File: src/hdl/sdll_pkg.sv
// Package: constants, codes and types of the linked list block
package sdll_pkg;
	localparam int ENTRIES_DEF = 16;
	localparam int MAX_OUT = 16;

	typedef enum logic [3:0] {
		OP_ADD_FIRST = 4'd0, OP_ADD_AFTER = 4'd1, OP_ADD_LAST = 4'd2,
		OP_DEL_FIRST = 4'd3, OP_DEL_AFTER = 4'd4, OP_DEL_LAST = 4'd5,
		OP_CLEAR = 4'd6, OP_WALK_FWD = 4'd7, OP_WALK_REV = 4'd8
	} opcode_t;

	typedef enum logic [1:0] {
		ST_OK = 2'd0, ST_FULL = 2'd1, ST_EMPTY = 2'd2, ST_BAD = 2'd3
	} status_t;

	typedef enum logic [2:0] {
		S_IDLE, S_RD, S_EXEC, S_FIX, S_WALK_RD, S_WALK_EMIT, S_OUT
	} state_t;

	typedef struct packed {
		logic [3:0]  opcode;
		logic [3:0]  anchor_slot;
		logic [31:0] kind_code;
		logic [63:0] plate_code;
		logic [15:0] year;
		logic [63:0] owner_code;
	} req_t;

	typedef struct packed {
		logic [1:0]  status;
		logic [3:0]  result_slot;
		logic [4:0]  element_total;
		logic [31:0] out_kind;
		logic [63:0] out_plate;
		logic [15:0] out_year;
		logic [63:0] out_owner;
		logic        last_result;
	} rsp_t;
endpackage

File: src/hdl/sdll_if.sv
// Valid/ready channel interface carrying one payload
interface sdll_if #(parameter type payload_t = logic) ();
	logic     valid;
	logic     ready;
	payload_t payload;
	modport source (output valid, output payload, input ready);
	modport sink (input valid, input payload, output ready);
endinterface

File: src/hdl/static_doubly_linked_list_top.sv
// Top level: array-backed doubly linked list with record and link memories
// Usage:
//  Requests enter on req (valid/ready, sdll_pkg::req_t payload), results leave on rsp
//  (sdll_pkg::rsp_t). One request is handled at a time; req.ready is high only while
//  the sequencer is idle. A result still waiting in the output register does not
//  block the next request, which runs up to its result stage and waits there.
//  Delete first/last, clear and rejected inserts pass read (links), exec (decide
//  and write) and out (present the result); insert and delete after also pass fix
//  between exec and out, patching a neighbor link.
//  A walk reads link and record, then presents, for each element in turn, and reads
//  the next element only once the result is loaded; at most 16 results.
//  An unused opcode gives no result; req.ready returns after its read state.
//  A new request can be accepted in the cycle after the previous result is loaded.
//  The free slot is found by a priority search over the used-bit flip-flops.
//  Reset clears the used bits, head, tail and count; the record and link memories
//  keep whatever they hold and are only read for used slots.
//  When rsp.ready is low, the result waits in its register and the sequencer holds;
//  nothing is lost or repeated.
module static_doubly_linked_list_top #(
	parameter int ENTRIES = sdll_pkg::ENTRIES_DEF
) (
	input logic clk,
	input logic arst_n,
	sdll_if.sink   req,
	sdll_if.source rsp
);
	localparam int IW = $clog2(ENTRIES);
	localparam int PW = IW + 1;
	localparam logic [PW-1:0] NIL = PW'(ENTRIES);

	// memories
	logic [31:0]   kind_mem  [ENTRIES];
	logic [63:0]   plate_mem [ENTRIES];
	logic [15:0]   year_mem  [ENTRIES];
	logic [63:0]   owner_mem [ENTRIES];
	logic [PW-1:0] next_mem  [ENTRIES];
	logic [PW-1:0] prev_mem  [ENTRIES];

	logic [ENTRIES-1:0] used_q;
	logic [PW-1:0] head_q, tail_q;
	logic [PW:0]   size_q;

	sdll_pkg::state_t state_q, state_d;
	sdll_pkg::req_t   req_q;
	sdll_pkg::rsp_t   rsp_q;
	logic             rsp_valid_q;

	// link memory read port (registered)
	logic [IW-1:0] lrd_addr;
	logic [PW-1:0] nxt_rd, prv_rd;
	// record read
	logic [31:0] kind_rd; logic [63:0] plate_rd, owner_rd; logic [15:0] year_rd;

	// link memory write ports: one for next, one for prev
	logic          nw_en, pw_en;
	logic [IW-1:0] nw_addr, pw_addr;
	logic [PW-1:0] nw_data, pw_data;
	logic          rec_we;
	logic [IW-1:0] rec_addr;

	// working registers
	logic [PW-1:0] cur_q;      // target slot / walk position
	logic [PW-1:0] fix_q;      // neighbor needing a back-link patch
	logic [PW-1:0] fixv_q;
	logic          fix_prev_q; // patch prev (1) or next (0)
	logic [4:0]    cnt_q;
	logic [1:0]    ex_st_q;    // status held until the result stage
	logic          ex_ins_q;
	logic [PW-1:0] after_q;

	// free slot search
	logic [PW-1:0] free_slot;
	always_comb begin
		free_slot = NIL;
		for (int i = ENTRIES - 1; i >= 0; i--) begin
			if (!used_q[i]) free_slot = PW'(i);
		end
	end

	logic [3:0] op;
	assign op = req_q.opcode;
	logic anc_in, anc_ok;
	assign anc_in = ({1'b0, req_q.anchor_slot} < 5'(ENTRIES)) || (ENTRIES > 16);
	assign anc_ok = anc_in && used_q[IW'(req_q.anchor_slot)];
	logic full;
	assign full = size_q >= (PW+1)'(ENTRIES);

	assign req.ready = (state_q == sdll_pkg::S_IDLE);
	logic acc;
	assign acc = req.valid && req.ready;
	logic rsp_free;
	assign rsp_free = !rsp_valid_q || rsp.ready;
	logic rsp_load;
	assign rsp_load = rsp_free
		&& (state_q == sdll_pkg::S_OUT || state_q == sdll_pkg::S_WALK_EMIT);

	always_ff @(posedge clk) begin
		if (nw_en) next_mem[nw_addr] <= nw_data;
		if (pw_en) prev_mem[pw_addr] <= pw_data;
		nxt_rd <= next_mem[lrd_addr];
		prv_rd <= prev_mem[lrd_addr];
		if (rec_we) begin
			kind_mem[rec_addr]  <= req_q.kind_code;
			plate_mem[rec_addr] <= req_q.plate_code;
			year_mem[rec_addr]  <= req_q.year;
			owner_mem[rec_addr] <= req_q.owner_code;
		end
		kind_rd  <= kind_mem[lrd_addr];
		plate_rd <= plate_mem[lrd_addr];
		year_rd  <= year_mem[lrd_addr];
		owner_rd <= owner_mem[lrd_addr];
	end

	// read address: walk position for walks, otherwise anchor / head / tail; delete after then reads its target
	logic [PW-1:0] rd_sel;
	always_comb begin
		case (op)
			sdll_pkg::OP_ADD_AFTER, sdll_pkg::OP_DEL_AFTER: rd_sel = PW'(req_q.anchor_slot);
			sdll_pkg::OP_DEL_FIRST: rd_sel = head_q;
			sdll_pkg::OP_DEL_LAST, sdll_pkg::OP_ADD_LAST: rd_sel = tail_q;
			default: rd_sel = cur_q;
		endcase
		if (state_q == sdll_pkg::S_EXEC && op == sdll_pkg::OP_DEL_AFTER)
			rd_sel = nxt_rd;
		if (state_q == sdll_pkg::S_WALK_RD || state_q == sdll_pkg::S_WALK_EMIT)
			rd_sel = cur_q;
	end
	assign lrd_addr = rd_sel[IW-1:0];

	// walk termination from link read in EMIT
	logic [PW-1:0] walk_nx;
	logic walk_last;
	assign walk_nx = (op == sdll_pkg::OP_WALK_FWD) ? nxt_rd : prv_rd;
	assign walk_last = (walk_nx == NIL) || (cnt_q == 5'(sdll_pkg::MAX_OUT - 1))
		|| (32'(cnt_q) == 32'(ENTRIES - 1));

	// decision made in S_EXEC (link data for anchor/end valid)
	logic [1:0]    ex_st;
	logic [PW-1:0] ex_slot;
	logic          ex_ins, ex_del;
	logic [PW-1:0] ex_after, ex_tgt;
	always_comb begin
		ex_st = sdll_pkg::ST_OK; ex_slot = '0; ex_ins = 1'b0; ex_del = 1'b0;
		ex_after = NIL; ex_tgt = NIL;
		case (op)
			sdll_pkg::OP_ADD_FIRST, sdll_pkg::OP_ADD_AFTER, sdll_pkg::OP_ADD_LAST: begin
				if (full) ex_st = sdll_pkg::ST_FULL;
				else if (op == sdll_pkg::OP_ADD_AFTER && !anc_ok) ex_st = sdll_pkg::ST_BAD;
				else begin
					ex_ins = 1'b1; ex_slot = free_slot;
					ex_after = (op == sdll_pkg::OP_ADD_FIRST) ? NIL
						: (op == sdll_pkg::OP_ADD_AFTER) ? PW'(req_q.anchor_slot) : tail_q;
				end
			end
			sdll_pkg::OP_DEL_FIRST, sdll_pkg::OP_DEL_LAST: begin
				ex_tgt = (op == sdll_pkg::OP_DEL_FIRST) ? head_q : tail_q;
				if (ex_tgt == NIL) ex_st = sdll_pkg::ST_EMPTY;
				else begin ex_del = 1'b1; ex_slot = ex_tgt; end
			end
			sdll_pkg::OP_DEL_AFTER: begin
				if (!anc_ok || nxt_rd == NIL) ex_st = sdll_pkg::ST_BAD;
				else begin ex_del = 1'b1; ex_slot = nxt_rd; ex_tgt = nxt_rd; end
			end
			default: ;
		endcase
	end

	// next state
	always_comb begin
		state_d = state_q;
		case (state_q)
			sdll_pkg::S_IDLE: if (acc) state_d = sdll_pkg::S_RD;
			sdll_pkg::S_RD: begin
				if (op > sdll_pkg::OP_WALK_REV) state_d = sdll_pkg::S_IDLE;
				else if (op == sdll_pkg::OP_WALK_FWD || op == sdll_pkg::OP_WALK_REV)
					state_d = sdll_pkg::S_WALK_RD;
				else state_d = sdll_pkg::S_EXEC;
			end
			// inserts and delete after patch the neighbor links in S_FIX, the next state
			sdll_pkg::S_EXEC: state_d = (ex_ins || op == sdll_pkg::OP_DEL_AFTER)
				? sdll_pkg::S_FIX : sdll_pkg::S_OUT;
			sdll_pkg::S_FIX: state_d = sdll_pkg::S_OUT;
			sdll_pkg::S_WALK_RD: state_d = sdll_pkg::S_WALK_EMIT;
			sdll_pkg::S_WALK_EMIT: if (rsp_free) begin
				if (cur_q == NIL || walk_last) state_d = sdll_pkg::S_IDLE;
				else state_d = sdll_pkg::S_WALK_RD;
			end
			sdll_pkg::S_OUT: if (rsp_free) state_d = sdll_pkg::S_IDLE;
			default: state_d = sdll_pkg::S_IDLE;
		endcase
	end

	// memory writes
	always_comb begin
		nw_en = 1'b0; pw_en = 1'b0; nw_addr = '0; pw_addr = '0;
		nw_data = NIL; pw_data = NIL; rec_we = 1'b0; rec_addr = free_slot[IW-1:0];
		if (state_q == sdll_pkg::S_EXEC && ex_ins) begin
			// new slot: next = successor, prev = after; predecessor.next = new is written in S_FIX
			rec_we = 1'b1;
			nw_en = 1'b1; nw_addr = free_slot[IW-1:0];
			nw_data = (ex_after == NIL) ? head_q : nxt_rd;
			pw_en = 1'b1; pw_addr = free_slot[IW-1:0]; pw_data = ex_after;
		end else if (state_q == sdll_pkg::S_EXEC && ex_del && op != sdll_pkg::OP_DEL_AFTER) begin
			// target links are in nxt_rd/prv_rd
			if (prv_rd != NIL) begin nw_en = 1'b1; nw_addr = prv_rd[IW-1:0]; nw_data = nxt_rd; end
			if (nxt_rd != NIL) begin pw_en = 1'b1; pw_addr = nxt_rd[IW-1:0]; pw_data = prv_rd; end
		end else if (state_q == sdll_pkg::S_FIX) begin
			if (fix_prev_q) begin
				if (fix_q != NIL) begin
					pw_en = 1'b1; pw_addr = fix_q[IW-1:0]; pw_data = fixv_q;
				end
			end else begin
				// delete after: target links now read in nxt_rd (target.next)
				nw_en = 1'b1; nw_addr = req_q.anchor_slot[IW-1:0]; nw_data = nxt_rd;
				if (nxt_rd != NIL) begin
					pw_en = 1'b1; pw_addr = nxt_rd[IW-1:0]; pw_data = PW'(req_q.anchor_slot);
				end
			end
		end
		if (state_q == sdll_pkg::S_FIX && fix_prev_q && ex_ins_q) begin
			if (after_q != NIL) begin
				nw_en = 1'b1; nw_addr = after_q[IW-1:0]; nw_data = cur_q;
			end
		end
	end

	// control and result registers
	always_ff @(posedge clk or negedge arst_n) begin
		if (!arst_n) begin
			state_q <= sdll_pkg::S_IDLE;
			used_q <= '0; head_q <= NIL; tail_q <= NIL; size_q <= '0;
			rsp_valid_q <= 1'b0; cnt_q <= '0; fix_prev_q <= 1'b0; ex_ins_q <= 1'b0;
			rsp_q <= '0; cur_q <= NIL; fix_q <= NIL; fixv_q <= NIL; after_q <= NIL;
			ex_st_q <= sdll_pkg::ST_OK;
		end else begin
			state_q <= state_d;
			if (rsp_load) rsp_valid_q <= 1'b1;
			else if (rsp.ready) rsp_valid_q <= 1'b0;
			case (state_q)
				sdll_pkg::S_IDLE: if (acc) begin
					cnt_q <= '0; ex_ins_q <= 1'b0;
				end
				sdll_pkg::S_RD: begin
					cur_q <= (op == sdll_pkg::OP_WALK_FWD) ? head_q : tail_q;
					if (op == sdll_pkg::OP_CLEAR) begin
						used_q <= '0; head_q <= NIL; tail_q <= NIL; size_q <= '0;
					end
				end
				sdll_pkg::S_EXEC: begin
					ex_st_q <= ex_st;
					cur_q <= ex_slot; after_q <= ex_after; ex_ins_q <= ex_ins;
					fix_prev_q <= 1'b1; fix_q <= NIL;
					if (ex_ins) begin
						used_q[free_slot[IW-1:0]] <= 1'b1;
						size_q <= size_q + 1'b1;
						if (ex_after == NIL) head_q <= free_slot;
						// successor back-link patched in S_FIX
						fix_q <= (ex_after == NIL) ? head_q : nxt_rd;
						fixv_q <= free_slot;
						if (((ex_after == NIL) ? head_q : nxt_rd) == NIL) tail_q <= free_slot;
					end
					if (ex_del) begin
						used_q[ex_slot[IW-1:0]] <= 1'b0;
						size_q <= size_q - 1'b1;
						if (op == sdll_pkg::OP_DEL_AFTER) fix_prev_q <= 1'b0;
						else begin
							if (prv_rd == NIL) head_q <= nxt_rd;
							if (nxt_rd == NIL) tail_q <= prv_rd;
						end
					end
				end
				sdll_pkg::S_FIX: begin
					if (!fix_prev_q && nxt_rd == NIL) tail_q <= PW'(req_q.anchor_slot);
				end
				sdll_pkg::S_WALK_EMIT: if (rsp_free) begin
					rsp_q.status <= (cur_q == NIL) ? sdll_pkg::ST_EMPTY : sdll_pkg::ST_OK;
					rsp_q.result_slot <= (cur_q == NIL) ? 4'd0 : 4'(cur_q);
					rsp_q.element_total <= 5'(size_q);
					rsp_q.out_kind <= (cur_q == NIL) ? '0 : kind_rd;
					rsp_q.out_plate <= (cur_q == NIL) ? '0 : plate_rd;
					rsp_q.out_year <= (cur_q == NIL) ? '0 : year_rd;
					rsp_q.out_owner <= (cur_q == NIL) ? '0 : owner_rd;
					rsp_q.last_result <= (cur_q == NIL) || walk_last;
					cur_q <= walk_nx; cnt_q <= cnt_q + 1'b1;
				end
				sdll_pkg::S_OUT: if (rsp_free) begin
					rsp_q.status <= ex_st_q;
					rsp_q.result_slot <= 4'(cur_q);
					rsp_q.element_total <= 5'(size_q);
					rsp_q.out_kind <= '0; rsp_q.out_plate <= '0;
					rsp_q.out_year <= '0; rsp_q.out_owner <= '0;
					rsp_q.last_result <= 1'b1;
				end
				default: ;
			endcase
		end
	end

	assign rsp.valid = rsp_valid_q;
	assign rsp.payload = rsp_q;

	always_ff @(posedge clk) begin
		if (acc) req_q <= req.payload;
	end
endmodule

File: src/flat_wrapper.sv
// flat-port wrapper written by rule: the top's interface ports become plain ports
module static_doubly_linked_list_top_flat 
#(
	parameter int ENTRIES = sdll_pkg::ENTRIES_DEF
)
  (clk, arst_n, req_valid, req_payload, req_ready, rsp_valid, rsp_payload, rsp_ready);
  sdll_if req_i ();
  sdll_if rsp_i ();
  input logic clk;
  input logic arst_n;
  input wire logic [$bits(req_i.valid)-1:0] req_valid;
  input wire logic [$bits(req_i.payload)-1:0] req_payload;
  output wire logic [$bits(req_i.ready)-1:0] req_ready;
  output wire logic [$bits(rsp_i.valid)-1:0] rsp_valid;
  output wire logic [$bits(rsp_i.payload)-1:0] rsp_payload;
  input wire logic [$bits(rsp_i.ready)-1:0] rsp_ready;
  assign req_i.valid = req_valid;
  assign req_i.payload = req_payload;
  assign req_ready = req_i.ready;
  assign rsp_valid = rsp_i.valid;
  assign rsp_payload = rsp_i.payload;
  assign rsp_i.ready = rsp_ready;
  static_doubly_linked_list_top #(.ENTRIES(ENTRIES)) u_core (.clk(clk), .arst_n(arst_n), .req(req_i), .rsp(rsp_i));
endmodule
File: config.mk
export PLATFORM = sky130hd
export DESIGN_NAME = static_doubly_linked_list_top_flat
export DESIGN_NICKNAME = d
export VERILOG_FILES = /design/src/hdl/sdll_pkg.sv /design/src/hdl/sdll_if.sv /design/src/hdl/static_doubly_linked_list_top.sv /design/src/flat_wrapper.sv
export SDC_FILE = /design/constraint.sdc
export NUM_CORES = 1
export LEC_CHECK = 0
export ABC_AREA = 1
export ABC_CLOCK_PERIOD_IN_PS = 2200
export BUFFER_PORTS_ARGS = -buffer_cell sky130_fd_sc_hd__buf_2
export CAP_MARGIN = 20
export CORE_ASPECT_RATIO = 2
export CORE_UTILIZATION = 25
export DETAILED_ROUTE_END_ITERATION = 10
export GPL_ROUTABILITY_DRIVEN = 0
export PLACE_DENSITY = 0.41
export SLEW_MARGIN = 20
export SYNTH_ARGS = -nofsm -noshare
export SYNTH_HDL_FRONTEND = slang
export SYNTH_SLANG_ARGS = --single-unit
File: constraint.sdc
create_clock -name clk -period 2.2 [get_ports clk]
set_clock_uncertainty 0.15 [all_clocks]
set_input_delay 0.22 -clock clk [delete_from_list [all_inputs] [get_ports clk]]
set_output_delay 0.22 -clock clk [all_outputs]
set_load 0.02 [all_outputs]
## Word-level counts from Yosys, hierarchy flattened

Memory sizes are Yosys's and may differ from the RTL's. A register that Yosys moved wholly into a read port is not among the register bits.
Cells that the tools add are included.

| operators by class | value |
|---|---|
| $lt $le $gt $ge | 3 |
| mux-type cells | 73 |
| add/sub/neg operators | 2 |
| equal/unequal tests | 20 |
| bitwise gates (word level) | 2 |
| reduce and logical (&&, ||, !) cells | 27 |

Operator list:

| kind | count |
|---|---|
| $mux W5 | 34 |
| $mux W16 | 2 |
| $mux W4 | 6 |
| $pmux W3 S7 | 1 |
| $eq A5 B5 Y1 const B | 4 |
| $pmux W5 S2 | 2 |
| $mux W1 | 18 |
| $or A16 B16 Y16 | 1 |
| $mux W3 | 5 |
| $pmux W5 S3 | 1 |
| $reduce_and A3 Y1 | 5 |
| $mux W6 | 2 |
| $ne A5 B5 Y1 const B | 2 |
| $eq A3 B3 Y1 const B | 3 |
| $ne A2 B2 Y1 const B | 4 |
| $reduce_bool A2 Y1 | 4 |
| $add A6 B1 Y6 const B | 1 |
| $eq A3 B2 Y1 const B | 2 |
| $ge A6 B5 Y1 const B | 1 |
| $ne A2 B1 Y1 const B | 3 |
| $reduce_bool A3 Y1 | 2 |
| $add A5 B1 Y5 const B | 1 |
| $eq A5 B4 Y1 const B | 1 |
| $logic_and A1 B1 Y1 | 5 |
| other kinds (11) | 17 |

| storage, ports and cells | value |
|---|---|
| output and inout bits | 3 |
| bits of input ports | 5 |
| register bits after elaboration | 58 |
| memories kept | 2 |
| logic and storage cells | 141 |
| bits in writable memories | 160 |

Memories:

| memory | words | width | rd ports | clocked after memory_dff | write ports | line | RTL |
|---|---|---|---|---|---|---|---|
| u_core.next_mem | 16 | 5 | 1 | 1 | 1 | static_doubly_linked_list_top.sv:36 | `logic [PW-1:0] next_mem [ENTRIES];` |
| u_core.prev_mem | 16 | 5 | 1 | 1 | 1 | static_doubly_linked_list_top.sv:37 | `logic [PW-1:0] prev_mem [ENTRIES];` |

## Depth between registers and ports, before layout

| logic depth | value |
|---|---|
| depth after elaboration | 23 |
| gate-level depth with buffers | 19 |
| mapped depth without buffers | 19 |

## Worst setup path after synthesis

No wires, ideal clock.

| path | value |
|---|---|
| path kind | reg2reg |
| from | register u_core.state_q[2] |
| to | memory u_core.prev_mem[0][0] (netlist bit) (data pin) |
| setup time | 327 ps |
| setup slack | -95 ps |
| period minus slack after synthesis | 2295 ps |
| arrival time | 1818 ps |
| path buffers | 0 |
| required time | 1723 ps |
| stages on the path, launching flop included | 8 |
| cells stage by stage | dfrtp_1 nor2_2 inv_2 nor2_1 inv_1 nor2_1 nand2_1 nor3_1 |

| on the way | value |
|---|---|
| cells in the longest elaborated chain, start to end | 3 |
| elaborated cells between the ends (all ways) | 5 |
| those cells by class | 2 x eq/ne; 2 x mux; 1 x reduce/logical |

Ends and longest elaborated chain:

| item | line | RTL |
|---|---|---|
| start, declared | static_doubly_linked_list_top.sv:43 | `sdll_pkg::state_t state_q, state_d;` |
| start signal, assigned | static_doubly_linked_list_top.sv:230 | `state_q <= sdll_pkg::S_IDLE;` |
| start signal, assigned | static_doubly_linked_list_top.sv:236 | `state_q <= state_d;` |
| $eq A3 B2 Y1, on equally long branches | - |  |
| $mux W5 or $logic_and A1 B1 Y1 (tied branches) | static_doubly_linked_list_top.sv:207, static_doubly_linked_list_top.sv:197 |  |
| $mux W5 * | static_doubly_linked_list_top.sv:197 | `if (state_q == sdll_pkg::S_EXEC && ex_ins) begin` |
| named net u_core.pw_data[0] | static_doubly_linked_list_top.sv:57 | `logic [PW-1:0] nw_data, pw_data;` |
| end, declared | static_doubly_linked_list_top.sv:37 |  |

The timed path passes the listed nets; every way through them passes the cells marked *.

## Worst setup path in the final report

| path | value |
|---|---|
| from | register u_core.state_q[1] |
| to | memory u_core.prev_mem[6][2] (netlist bit) (enable) |

| on the way | value |
|---|---|
| cells in the longest elaborated chain, start to end | 5 |
| elaborated cells between the ends (all ways) | 9 |
| those cells by class | 2 x eq/ne; 6 x mux; 1 x reduce/logical |

Ends and longest elaborated chain:

| item | line | RTL |
|---|---|---|
| $eq A3 B2 Y1, on equally long branches | - |  |
| $mux W1 or $logic_and A1 B1 Y1 (tied branches) | static_doubly_linked_list_top.sv:207, static_doubly_linked_list_top.sv:197 |  |
| $mux W1 | static_doubly_linked_list_top.sv:197 |  |
| $mux W1 | static_doubly_linked_list_top.sv:99 | `if (pw_en) prev_mem[pw_addr] <= pw_data;` |
| $mux W1 (implied by the code) | static_doubly_linked_list_top.sv:99 |  |

Parallel ways exist; a longest one is shown, timed or not.

==> summary.md <==
| Metric | Value |
|---|---|
| Yosys reg bits | `228` |
| Synth Cell Area | `9280 sq um` |
| Comb pwr share | `44.3%` |
| Number of cell rows | `99` |
| Root Driver | `clkbuf_16` |
| Outcome | `finished, violations left` |
| Vias per cell | `4.64` |
| CP Capture Type | `flop` |
| CTS H-tree lvls | `1` |
| Clk_lat worst skew | `510 ps` |
| DIE HEIGHT | `274 um` |
| Hold Crit Class | `input port to async pin` |
| Core area | `36500 sq um` |
| Reg power frac | `34.5%` |
| CP Max Fanout | `5` |
| Final setup vio count | `129` |
| Maximum VDD drop | `743 uV` |
| Syn nets | `822` |
| Final Cycle Share | `105%` |
| DRC | `0` |
| Final nets | `959` |
| Crit Path Category | `flop to flop` |
| Worst setup margin | `-112 ps` |
| Net Switching | `6.99 mW` |
| Maximum clock path buffer count | `3` |
| Tightest Pin Transition | `454 ps` |
| Inserted Clock Buffers | `21` |
| P_int | `10.9 mW` |
| Met3 Track Usage GR | `1.21%` |
| Clk sinks | `228` |
| Layout cells sized above 1 | `28.6%` |
| Post-route insts no fill | `1420` |
| Vias in the first global route | `6987` |
| Antenna Nets Post-Route | `0` |
| Post-layout min period | `2310 ps` |
| CP max-delay cell | `a22oi_2` |
| DR WL/cell | `18.8 um` |
| Worst Path Arrival | `2390 ps` |
| Slew margin rel. | `69.7%` |
| Met1 Resource Use GR | `13.8%` |
| Dpl cell area | `10900 sq um` |
| Total die area | `37900 sq um` |
| Ranking of synthesized cells by area | `edfxtp_1 (52%), dfrtp_1 (14%), nor2_1 (5.5%)` |
| GRT Util Overall | `14.4%` |
| DRT iter0 DRCs | `283` |
| Largest net degree at the start of global routing | `59` |
| Switching share of total power | `39.0%` |
| Final wirelength | `26600 um` |
| Hold_ws | `65.4 ps` |
| CTS tree | `done` |
| Worst-path clk slew | `60 ps` |
| Max cap viols | `0` |
| First-pass GRT wire length | `41000 um` |
| DR pass1 iterations | `6` |
| Distinct cell type count after synthesis | `41` |
| P_leak | `4.57 nW` |
| Setup TNS | `-7120 ps` |
| Grt met2 use | `30.3%` |
| Initial core utilization | `25.4%` |
| Port bufs | `6` |
| Synth area leader | `edfxtp_1` |
| CP Data Required Time | `2280 ps` |
| Avg Cell Area, Syn | `11.4 sq um` |
| Synth top area share | `51.8%` |
| Post-route cell area | `12200 sq um` |
| Fmax | `433 MHz` |
| Synth Warn # | `0` |
| Via count | `6589` |
| Failing checks | `setup timing` |
| Total grt overflow | `0` |
| Hold Vio Cnt, Final | `0` |
| Antenna cells | `0` |
| Cell Pwr Density | `1460 nW/um^2` |
| Critical Path Start Type | `flop` |
| Fin. max-slew vios | `0` |
| Worst stage delay on the critical path | `390 ps` |
| Die Wd | `138 um` |
| Top Usage Layer GRT | `met2` |
| Unrepaired setup endpoints after global routing | `true` |
| # IOs | `8` |
| Syn Inst Count | `814` |
| Power after layout | `17.9 mW` |
| Post-DP HPWL | `18700 um` |
| Crit-path cells | `inv_1, nor2_4, inv_2, nor2_2, inv_1, nor2_1, buf_4, a22oi_2, nand3_2, buf_8, nor2_4, buf_6` |
| Clock Power Share | `21.2%` |
| Inst Count DP | `1370` |
| Register area share after synthesis | `69.6%` |
| Synthesis-to-layout area growth | `31.9%` |
| Initial antenna violation count | `0` |
==> critical path: cells and delay by family, from the launching register on <==
family | cells | cell delay (ps)
AOI/OAI and AO/OA | 1 | 390
buffers and inverters | 6 | 730
DFF | 1 | 370
and+or+nand+nor | 5 | 400
==> power groups by stage <==
stage	clock network (mW)	registers [mW]	logic (mW)
floorplan	0	6.14	3.52
global placement	0	6.26	6.96
detailed placement	0	6.25	6.92
CTS	3.91	6.18	7.39
global route	4.04	6.25	8.67
finish	3.80	6.18	7.92
==> Yosys cell counts, drive strengths merged <==
library cell	number
a211oi	1
a21oi	9
a221oi	2
a22oi	8
a31o	1
a31oi	1
a32oi	3
buf	1
clkbuf	32
dfrtp	53
dfstp	5
dfxtp	10
edfxtp	160
ha	3
inv	61
nand2	98
nand3	33
nand3b	1
nand4	5
nor2	143
nor3	8
nor4	3
o211ai	9
o21ai	104
o21ba	1
o21bai	9
o221ai	14
o22ai	30
o2bb2ai	1
o31ai	1
or2	1
xnor2	1
xor2	2
==> final timing paths <==
kind	cells after the start	slack, ps	endpoint	start
worst min-delay path	3	70	u_core.used_q[6]	arst_n
worst min register to register	0	230	u_core.size_q[5]	u_core.size_q[5]
worst max-delay path	12	-110	u_core.prev_mem[6][2]	u_core.state_q[1]
min in group clk	0	230	u_core.size_q[5]	u_core.size_q[5]
worst max register to register	12	-110	u_core.prev_mem[6][2]	u_core.state_q[1]
max in group asynchronous	3	1480	u_core.tail_q[4]	arst_n
==> final cells by class <==
class | count | area, sq um
fill | 3639 | 24300
sequential | 228 | 6460
multi-input combinational | 492 | 2900
timing repair buffer | 147 | 1370
clock buffer | 31 | 614
tap | 454 | 568
inverter | 61 | 236
clock inverter | 7 | 88.8
==> metal layers <==
layer	routed length [um]	up-vias
met5	0	-
li1	-	3164
met4	1050	0
met2	15600	100
met3	605	49
met1	9410	3276
==> sequential cells by signal, indices dropped and copies added, names as in the netlist, 6 cells and up <==
| name | count |
|---|---|
| u_core.size_q | 6 |
| u_core.next_mem | 80 |
| u_core.used_q | 16 |
| u_core.prev_mem | 80 |
==> layout by cell type, fill, tap and decap left out, types with 3 or more instances in the layout <==
master	n
nor2_4	29
o221ai_1	14
dfstp_2	5
edfxtp_1	160
buf_4	95
nor2_2	7
nor3_2	4
nand3_1	28
a32oi_1	3
nand3_4	3
nor3_1	3
nand2_2	8
buf_12	12
nand2_8	3
dfrtp_1	52
clkbuf_1	6
o22ai_1	30
inv_1	42
ha_1	3
o211ai_1	8
o21ai_0	95
clkbuf_8	3
nand2_1	80
nand4_1	5
inv_2	16
dfxtp_1	10
buf_6	29
nand2_4	7
dlygate4sd3_1	3
nor2_1	107
a21oi_1	9
inv_4	3
o21bai_1	9
o21ai_2	6
clkbuf_16	22
o21ai_1	3
buf_2	6
a22oi_1	7
==> logic make-up after synthesis <==
logic type	count (synthesis)	share of synthesized area, %
DFF	228	69.6
adders and majority gates	3	0.405
xor gates and xnor gates	3	0.283
and+or+nand+nor	292	13.3
buffers and inverters	94	3.82
AOI/OAI and AO/OA	194	12.6
==> per-stage QoR <==
stage	util, %	setup WS, ps
after floorplan	-	-94.9
after global placement	29.8	-317
after detailed placement	29.8	-351
after CTS	32.5	-88.6
after global routing	33.5	-244
final	33.5	-112
==> timing repair <==
item | in CTS | in global routing
buffers inserted | 6 | 6
resized for setup | 53 | 100
pin swaps | 17 | 15
hold endpoints to repair | 64 | 0
hold buffers | 3 | 0
endpoints found under the setup margin | 160 | 174
Power figures use the tool's default switching activity.
